## src/session_replay_window_macros.svh

```systemverilog
// Assertion macros shared by the session replay window RTL.
`ifndef SESSION_REPLAY_WINDOW_MACROS_SVH
`define SESSION_REPLAY_WINDOW_MACROS_SVH

// Same-cycle implication, disabled while in reset
`define SRW_ASSERT_IMP(label, clk, rst_n, ante, cons, msg) \
    label: assert property (@(posedge clk) disable iff (!rst_n) (ante) |-> (cons)) \
        else $error(msg);

// Next-cycle implication, disabled while in reset
`define SRW_ASSERT_NEXT(label, clk, rst_n, ante, cons, msg) \
    label: assert property (@(posedge clk) disable iff (!rst_n) (ante) |=> (cons)) \
        else $error(msg);

`endif

```

## src/srw_pkg.sv

```systemverilog
// Package: widths, codes and types of the session replay window.
`timescale 1ns / 1ps

package srw_pkg;

    localparam int NODES_DEFAULT = 8;

    localparam int MODE_W   = 2;
    localparam int SRC_W    = 8;
    localparam int SESS_W   = 32;
    localparam int SEQ_W    = 16;
    localparam int STATUS_W = 3;

    // sliding window span and the bits needed to index it
    localparam int WINDOW_SPAN = 64;
    localparam int BACK_W      = $clog2(WINDOW_SPAN);
    localparam logic [WINDOW_SPAN-1:0] BIT0 = WINDOW_SPAN'(1);

    // request modes
    localparam logic [MODE_W-1:0] MODE_CHECK   = 2'd0;
    localparam logic [MODE_W-1:0] MODE_MARK    = 2'd1;
    localparam logic [MODE_W-1:0] MODE_APPROVE = 2'd2;

    // result status codes
    localparam logic [STATUS_W-1:0] ST_OK               = 3'd0;
    localparam logic [STATUS_W-1:0] ST_SESSION_REQUIRED = 3'd1;
    localparam logic [STATUS_W-1:0] ST_STALE            = 3'd2;
    localparam logic [STATUS_W-1:0] ST_DUPLICATE        = 3'd3;
    localparam logic [STATUS_W-1:0] ST_BAD_ARGUMENT     = 3'd4;

    // one window per source
    typedef struct packed {
        logic                   approved;
        logic [SESS_W-1:0]      session;
        logic [SEQ_W-1:0]       seq_floor;
        logic                   started;
        logic [SEQ_W-1:0]       highest;
        logic [WINDOW_SPAN-1:0] bitmap;
    } win_t;

    // registered request
    typedef struct packed {
        logic              src_ok;
        logic [MODE_W-1:0] mode;
        logic [SESS_W-1:0] msg_session;
        logic [SEQ_W-1:0]  sequence_req;
        logic [SEQ_W-1:0]  seq_floor;
    } req_t;

endpackage

```

## src/session_replay_window.sv

```systemverilog
// Top level: per-source anti-replay filter with a 64-entry sliding window.
// Requests pass the input register, then the result register that drives done and status.
// Throughput: one request per cycle; busy is never raised.
// Back-to-back requests to one source are handled by forwarding the window write to the read.
// Reset clears every window (approved, session, floor, started, highest, bitmap) at once.
// The receiver cannot stall; each status is shown for exactly one cycle.
`timescale 1ns / 1ps
`include "session_replay_window_macros.svh"

module session_replay_window #(
    parameter int unsigned NODES = srw_pkg::NODES_DEFAULT
) (
    input  logic                           clk,
    input  logic                           rst_n,
    input  logic                           start,
    output logic                           busy,
    input  logic [srw_pkg::MODE_W-1:0]     mode,
    input  logic [srw_pkg::SRC_W-1:0]      source,
    input  logic [srw_pkg::SESS_W-1:0]     msg_session,
    input  logic [srw_pkg::SEQ_W-1:0]      sequence_req,
    input  logic [srw_pkg::SEQ_W-1:0]      seq_floor,
    output logic                           done,
    output logic [srw_pkg::STATUS_W-1:0]   status
);

    localparam int IDX_W = (NODES > 1) ? $clog2(NODES) : 1;

    logic                          accept;
    logic                          src_ok;
    logic [IDX_W-1:0]              idx_in;
    srw_pkg::req_t                 req_reg;
    logic [IDX_W-1:0]              idx_reg;
    logic                          req_valid_reg;
    srw_pkg::win_t                 win_rd;
    srw_pkg::win_t                 win_next;
    logic [srw_pkg::STATUS_W-1:0]  upd_status;
    logic                          wr_en;
    logic                          done_reg;
    logic [srw_pkg::STATUS_W-1:0]  status_reg;

    assign busy   = 1'b0;
    assign accept = start && !busy;

    // source range check and window index
    assign src_ok = (source != '0) && (source <= srw_pkg::SRC_W'(NODES));
    assign idx_in = src_ok ? IDX_W'(source - srw_pkg::SRC_W'(1)) : '0;

    // input register
    always_ff @(posedge clk or negedge rst_n)
    begin
        if (!rst_n)
        begin
            req_valid_reg <= 1'b0;
        end
        else
        begin
            req_valid_reg <= accept;
        end
    end

    always_ff @(posedge clk)
    begin
        if (accept)
        begin
            req_reg.src_ok       <= src_ok;
            req_reg.mode         <= mode;
            req_reg.msg_session  <= msg_session;
            req_reg.sequence_req <= sequence_req;
            req_reg.seq_floor    <= seq_floor;
            idx_reg              <= idx_in;
        end
    end

    srw_window_mem #(
        .NODES(NODES)
    ) u_mem (
        .clk     (clk),
        .rst_n   (rst_n),
        .rd_en   (accept),
        .rd_addr (idx_in),
        .rd_data (win_rd),
        .wr_en   (wr_en),
        .wr_addr (idx_reg),
        .wr_data (win_next)
    );

    srw_window_update u_update (
        .win      (win_rd),
        .req      (req_reg),
        .status   (upd_status),
        .win_next (win_next)
    );

    // write back the window of every in-range request
    assign wr_en = req_valid_reg && req_reg.src_ok;

    // result register
    always_ff @(posedge clk or negedge rst_n)
    begin
        if (!rst_n)
        begin
            done_reg <= 1'b0;
        end
        else
        begin
            done_reg <= req_valid_reg;
        end
    end

    always_ff @(posedge clk)
    begin
        if (req_valid_reg)
        begin
            status_reg <= req_reg.src_ok ? upd_status : srw_pkg::ST_BAD_ARGUMENT;
        end
    end

    assign done   = done_reg;
    assign status = status_reg;

    // checks
    `SRW_ASSERT_NEXT(a_req_gives_result, clk, rst_n, req_valid_reg, done, "request lost")
    `SRW_ASSERT_NEXT(a_idle_no_result, clk, rst_n, !req_valid_reg, !done, "spurious result")
    `SRW_ASSERT_NEXT(a_bad_source, clk, rst_n, req_valid_reg && !req_reg.src_ok,
        status == srw_pkg::ST_BAD_ARGUMENT, "bad source not rejected")
    `SRW_ASSERT_NEXT(a_mark_ok, clk, rst_n,
        req_valid_reg && req_reg.src_ok && (req_reg.mode == srw_pkg::MODE_MARK),
        status == srw_pkg::ST_OK, "mark did not give ok")

endmodule

```

## src/srw_window_mem.sv

```systemverilog
// Window store: one entry per source, registered read with write forwarding.
`timescale 1ns / 1ps

module srw_window_mem #(
    parameter int unsigned NODES = srw_pkg::NODES_DEFAULT,
    localparam int IDX_W = (NODES > 1) ? $clog2(NODES) : 1
) (
    input  logic                clk,
    input  logic                rst_n,
    input  logic                rd_en,
    input  logic [IDX_W-1:0]    rd_addr,
    output srw_pkg::win_t       rd_data,
    input  logic                wr_en,
    input  logic [IDX_W-1:0]    wr_addr,
    input  srw_pkg::win_t       wr_data
);

    srw_pkg::win_t    mem [NODES];
    logic [NODES-1:0] valid_reg;
    srw_pkg::win_t    rd_data_reg;
    logic             rd_valid_reg;
    logic             fwd;

    // a read of the entry being written this cycle takes the new value
    assign fwd = wr_en && (wr_addr == rd_addr);

    // payload write
    always_ff @(posedge clk)
    begin
        if (wr_en)
        begin
            mem[wr_addr] <= wr_data;
        end
    end

    // valid bits: an entry never written reads as the reset window
    always_ff @(posedge clk or negedge rst_n)
    begin
        if (!rst_n)
        begin
            valid_reg <= '0;
        end
        else if (wr_en)
        begin
            valid_reg[wr_addr] <= 1'b1;
        end
    end

    // registered read
    always_ff @(posedge clk or negedge rst_n)
    begin
        if (!rst_n)
        begin
            rd_valid_reg <= 1'b0;
        end
        else if (rd_en)
        begin
            rd_valid_reg <= fwd ? 1'b1 : valid_reg[rd_addr];
        end
    end

    always_ff @(posedge clk)
    begin
        if (rd_en)
        begin
            rd_data_reg <= fwd ? wr_data : mem[rd_addr];
        end
    end

    assign rd_data = rd_valid_reg ? rd_data_reg : '0;

endmodule

```

## src/srw_window_update.sv

```systemverilog
// Verdict and window update for one request against one window.
`timescale 1ns / 1ps

module srw_window_update (
    input  srw_pkg::win_t                 win,
    input  srw_pkg::req_t                 req,
    output logic [srw_pkg::STATUS_W-1:0]  status,
    output srw_pkg::win_t                 win_next
);

    logic [srw_pkg::SEQ_W-1:0] back;
    logic [srw_pkg::SEQ_W-1:0] step;
    logic                      back_far;
    logic                      step_far;
    logic                      seq_above;

    // distance behind / ahead of the highest recorded sequence
    assign back      = win.highest - req.sequence_req;
    assign step      = req.sequence_req - win.highest;
    assign back_far  = back >= srw_pkg::SEQ_W'(srw_pkg::WINDOW_SPAN);
    assign step_far  = step >= srw_pkg::SEQ_W'(srw_pkg::WINDOW_SPAN);
    assign seq_above = req.sequence_req > win.highest;

    always_comb
    begin
        win_next = win;
        status   = srw_pkg::ST_OK;
        case (req.mode)
            srw_pkg::MODE_CHECK:
            begin
                if (!win.approved || (win.session != req.msg_session))
                begin
                    status = srw_pkg::ST_SESSION_REQUIRED;
                end
                else if (req.sequence_req < win.seq_floor)
                begin
                    status = srw_pkg::ST_STALE;
                end
                else if (win.started && !seq_above)
                begin
                    if (back_far)
                    begin
                        status = srw_pkg::ST_STALE;
                    end
                    else if (win.bitmap[back[srw_pkg::BACK_W-1:0]])
                    begin
                        status = srw_pkg::ST_DUPLICATE;
                    end
                end
            end
            srw_pkg::MODE_MARK:
            begin
                if (!win.started)
                begin
                    win_next.highest = req.sequence_req;
                    win_next.bitmap  = srw_pkg::BIT0;
                    win_next.started = 1'b1;
                end
                else if (seq_above)
                begin
                    // slide forward; a long jump leaves only the newest bit
                    win_next.bitmap  = step_far ? srw_pkg::BIT0
                        : ((win.bitmap << step[srw_pkg::BACK_W-1:0]) | srw_pkg::BIT0);
                    win_next.highest = req.sequence_req;
                end
                else if (!back_far)
                begin
                    win_next.bitmap = win.bitmap
                        | (srw_pkg::BIT0 << back[srw_pkg::BACK_W-1:0]);
                end
            end
            srw_pkg::MODE_APPROVE:
            begin
                if (req.msg_session == '0)
                begin
                    status = srw_pkg::ST_BAD_ARGUMENT;
                end
                else if (win.approved && (req.msg_session <= win.session))
                begin
                    status = srw_pkg::ST_STALE;
                end
                else
                begin
                    win_next.approved  = 1'b1;
                    win_next.session   = req.msg_session;
                    win_next.seq_floor = req.seq_floor;
                    win_next.started   = 1'b0;
                    win_next.highest   = '0;
                    win_next.bitmap    = '0;
                end
            end
            default:
            begin
                status = srw_pkg::ST_BAD_ARGUMENT;
            end
        endcase
    end

endmodule

```

## config.mk

```make
export PLATFORM = sky130hd
export DESIGN_NAME = session_replay_window
export DESIGN_NICKNAME = d
export VERILOG_FILES = /design/src/srw_pkg.sv /design/src/session_replay_window.sv /design/src/srw_window_mem.sv /design/src/srw_window_update.sv
export VERILOG_INCLUDE_DIRS = /design/src /design/src/src
export SDC_FILE = /design/constraint.sdc
export NUM_CORES = 2
export LEC_CHECK = 0
export BUFFER_PORTS_ARGS = -buffer_cell sky130_fd_sc_hd__buf_4
export CAP_MARGIN = 30
export CORE_AREA = 2 2 338 340
export DETAILED_ROUTE_END_ITERATION = 16
export DIE_AREA = 0 0 340 342
export PLACE_DENSITY = 0.69
export SLEW_MARGIN = 20
export SYNTH_ARGS = -nofsm -noshare
export SYNTH_HDL_FRONTEND = slang
export SYNTH_SLANG_ARGS = --single-unit
```

## constraint.sdc

```tcl
create_clock -name clk -period 18.1 [get_ports clk]
set_clock_uncertainty 0.2 [all_clocks]
set_input_delay 0.905 -clock clk [delete_from_list [all_inputs] [get_ports clk]]
set_output_delay 0.905 -clock clk [all_outputs]
set_load 0.02 [all_outputs]
```

==> out/qor.txt <==
status = complete, no violations
DR vias = 38800
clk_lat worst skew = 770 ps
MaxCap Viol Count = 0
Syn Std Cell Area = 58300 µm²
CTS tree = built
endpoint type of the worst setup path = flop
Top Metal Used = met5
crit path DAT = 7000 ps
CTS Sinks = 1254
Hold Crit Class = in2reg
WP data required = 18320 ps
TritonCTS Buffers = 132
io pins = 82
Overall Power = 7570 µW
initial antenna violation count = 4
Pwr per Cell Area = 116 nW/µm²
RSZ-0062 raised after global routing = false
antenna violation net count after detailed routing = 0
post-synth top area share = 64.0%
CTS clk-pin slew, worst paths = 60 ps
fin crit share = 37.4%
Final nets = 4363
pin count of the biggest net entering global routing = 159
crit path kind = reg2reg
Avg Inst Size Synth = 13.8 µm²
Final min period = 6780 ps
largest cells by area after synthesis = edfxtp_1 64%, mux4_2 5.0%, o221ai_1 3.9%
Worst setup SP type = flop
Max Clk Rate = 148 MHz
crit-path max FO = 63
post-synthesis async set-or-reset flop share = 0.877%
Final Setup Violations = 0
Synth warnings = 0
post-DP HPWL = 97.5 mm
Filler cells = 8813
maximum clock insertion buffer count = 3
Net Count, Synth = 4367
setup_tns = 0 ps
GP Congestion = 1.10
count of cell types in the netlist = 99
Global Route Usage Sum = 27.8%
grt total ovfl = 0
DRT Wirelength = 164 mm
CTS root buf = clkbuf_16
drt wl/cell = 28.2 µm
register bit count reported by yosys = 1254
worst slack, placed = 11650 ps
switching share of power = 29.4%
Slew Limit Fails = 0
Rel. slew slack = 22.9%
drt via density = 6.66
Area Growth Syn to Fin = 11.4%
met2 wire length = 77.6 mm
Die Footprint = 116000 µm²
Sequential Power Share = 45.1%
vias in the first global route = 38400
Clock H-tree levels = 4
Clk pwr share = 35.3%
Logic pwr share = 19.6%
DIE WIDTH = 340 µm
part of the Yosys area used for sequential elements = 64.5%
Switching Power = 2220 µW
Top FF cell, synth = edfxtp_1
DR iter-0 viols = 4641
first-pass GRT wire length = 244 mm
Worst Tran Pin Value = 1150 ps
number of detailed-route iterations in the first pass = 6
EDFF count, synth = 1243
chip height = 342 µm
I/O Buffers = 80
fraction of layout cells with a size suffix above 1 = 15.6%
internal power = 5340 µW
CORE AREA = 113000 µm²
P_leak = 0.0218 µW
Post-route DRC = 0
DRT met1 WL = 66.1 mm
final hold vios = 0
post-route setup slack = 11320 ps
post-synthesis cell count = 4211
Largest register FFs = 1040
Rows = 124
routed wl met3 = 13.5 mm
post-synth top area cell = edfxtp_1
peak supply drop = 0.102 mV
initial core utilization = 51.5%
==> final cells by class <==
cell class                 instances  area (µm²)  area share, %
sequential                      1254       37600           57.9
multi-input combinational       2544       19300           29.7
clock buffer                     156        3430           5.29
tap                             1512        1890           2.91
timing repair buffer             188        1520           2.35
clock inverter                    85         897           1.38
inverter                          87         339          0.522
antenna                            1        2.50        0.00385
==> cells by family (layout without fill, tap and decap cells) <==
logic type | after synthesis | after routing | synth area share [%]
fa+ha+maj | 79 | 79 | 1.71
compound gates | 1222 | 1222 | 14.3
xor+xnor | 26 | 26 | 0.391
buf+inv | 413 | 516 | 2.78
mux | 385 | 385 | 9.56
flops | 1254 | 1254 | 64.5
simple gates | 831 | 831 | 6.70
other cells | 1 | 2 | 0.00643
==> metrics by stage <==
step	hold WS [ps]	utilization, %	cell area, µm²	std cells
3_3_place_gp	253	53.4	60400	5565
6_report	106	57.4	65000	5827
4_1_cts	68.4	57.3	64900	5813
2_1_floorplan	239	-	58300	4211
3_5_place_dp	253	53.5	60500	5571
5_1_grt	80.6	57.4	65000	5827
==> synth_stat cells, types with 10 or more instances <==
cell / number
nand2_1: 338
mux2_2: 74
nor2b_1: 16
buf_2: 27
a31o_2: 15
nand4_1: 36
ha_1: 78
o21ai_0: 208
inv_1: 86
o21a_1: 19
and3_1: 16
nor4_1: 16
a22oi_1: 48
nor2_1: 171
or2_2: 22
a31oi_1: 28
o22ai_1: 13
dfrtp_1: 11
a211oi_1: 28
a22o_1: 18
xnor2_1: 17
clkbuf_1: 248
nand3_1: 92
buf_1: 43
nor3_1: 35
a21oi_1: 324
mux4_2: 130
o211ai_1: 26
o31ai_1: 24
and2_1: 28
edfxtp_1: 1243
mux2i_1: 181
o221ai_1: 259
a21o_1: 101
a221oi_1: 10
==> final timing paths <==
kind / startpoint / endpoint / slack [ps] / cells past startpoint
worst max-delay path: u_mem.rd_valid_reg / u_mem.mem[3][42] / 11320 / 13
worst min-delay path: sequence_req[8] / req_reg[24] / 110 / 1
worst min register to register: u_mem.valid_reg[5] / u_mem.valid_reg[5] / 270 / 1
min in group asynchronous: rst_n / u_mem.rd_valid_reg / 410 / 2
worst max register to register: u_mem.rd_valid_reg / u_mem.mem[3][42] / 11320 / 13
max in group asynchronous: rst_n / u_mem.rd_valid_reg / 17110 / 2
==> placed cells by master (no fill, tap or decap), types with 20 or more instances in the layout <==
| cell type | n |
|---|---|
| clkbuf_1 | 21 |
| o21ai_0 | 208 |
| o221ai_1 | 259 |
| mux4_2 | 130 |
| clkinv_2 | 20 |
| edfxtp_1 | 1243 |
| nor3_1 | 31 |
| a21oi_1 | 324 |
| nand3_1 | 91 |
| clkbuf_16 | 133 |
| inv_1 | 85 |
| a22oi_1 | 48 |
| mux2i_1 | 181 |
| mux2_2 | 74 |
| clkinv_1 | 31 |
| o31ai_1 | 24 |
| a211oi_1 | 28 |
| nor2_1 | 162 |
| a21o_1 | 101 |
| nand2_1 | 338 |
| o211ai_1 | 26 |
| buf_4 | 163 |
| and2_1 | 27 |
| a31oi_1 | 28 |
| or2_2 | 21 |
| nand4_1 | 36 |
| ha_1 | 77 |
==> worst max-delay path: stages, from the launching register on <==
cell	delay, ps
dfrtp_4	700
buf_4	610
buf_4	710
nand2_1	160
inv_1	90
ha_1	350
a21oi_1	170
o21ai_0	160
or4b_2	660
o211a_1	160
and2_1	210
nor3_1	940
a21oi_1	460
o21ai_0	770
==> per-layer routing <==
| metal | vias up | track usage (%) |
|---|---|---|
| li1 | 16800 | - |
| met1 | 19600 | 37.4 |
| met2 | 1939 | 44.8 |
| met3 | 422 | 5.36 |
| met4 | 6 | 11.5 |
| met5 | - | 0 |
==> repair_timing <==
item	4_1_cts	5_1_grt
buffers inserted	0	0
setup endpoints to repair	0	0
resized for setup	0	0
hold endpoints to repair	11	0
hold buffers	1	0
==> power groups by stage <==
stage | registers (µW) | clock network, µW | logic [µW]
after floorplan | 3440 | 0 | 945
after global placement | 3470 | 0 | 1420
after detailed placement | 3470 | 0 | 1420
after CTS | 3410 | 2700 | 1430
after global routing | 3420 | 2820 | 1560
final | 3410 | 2670 | 1490
Note: power is estimated with default switching activity, not from simulation.
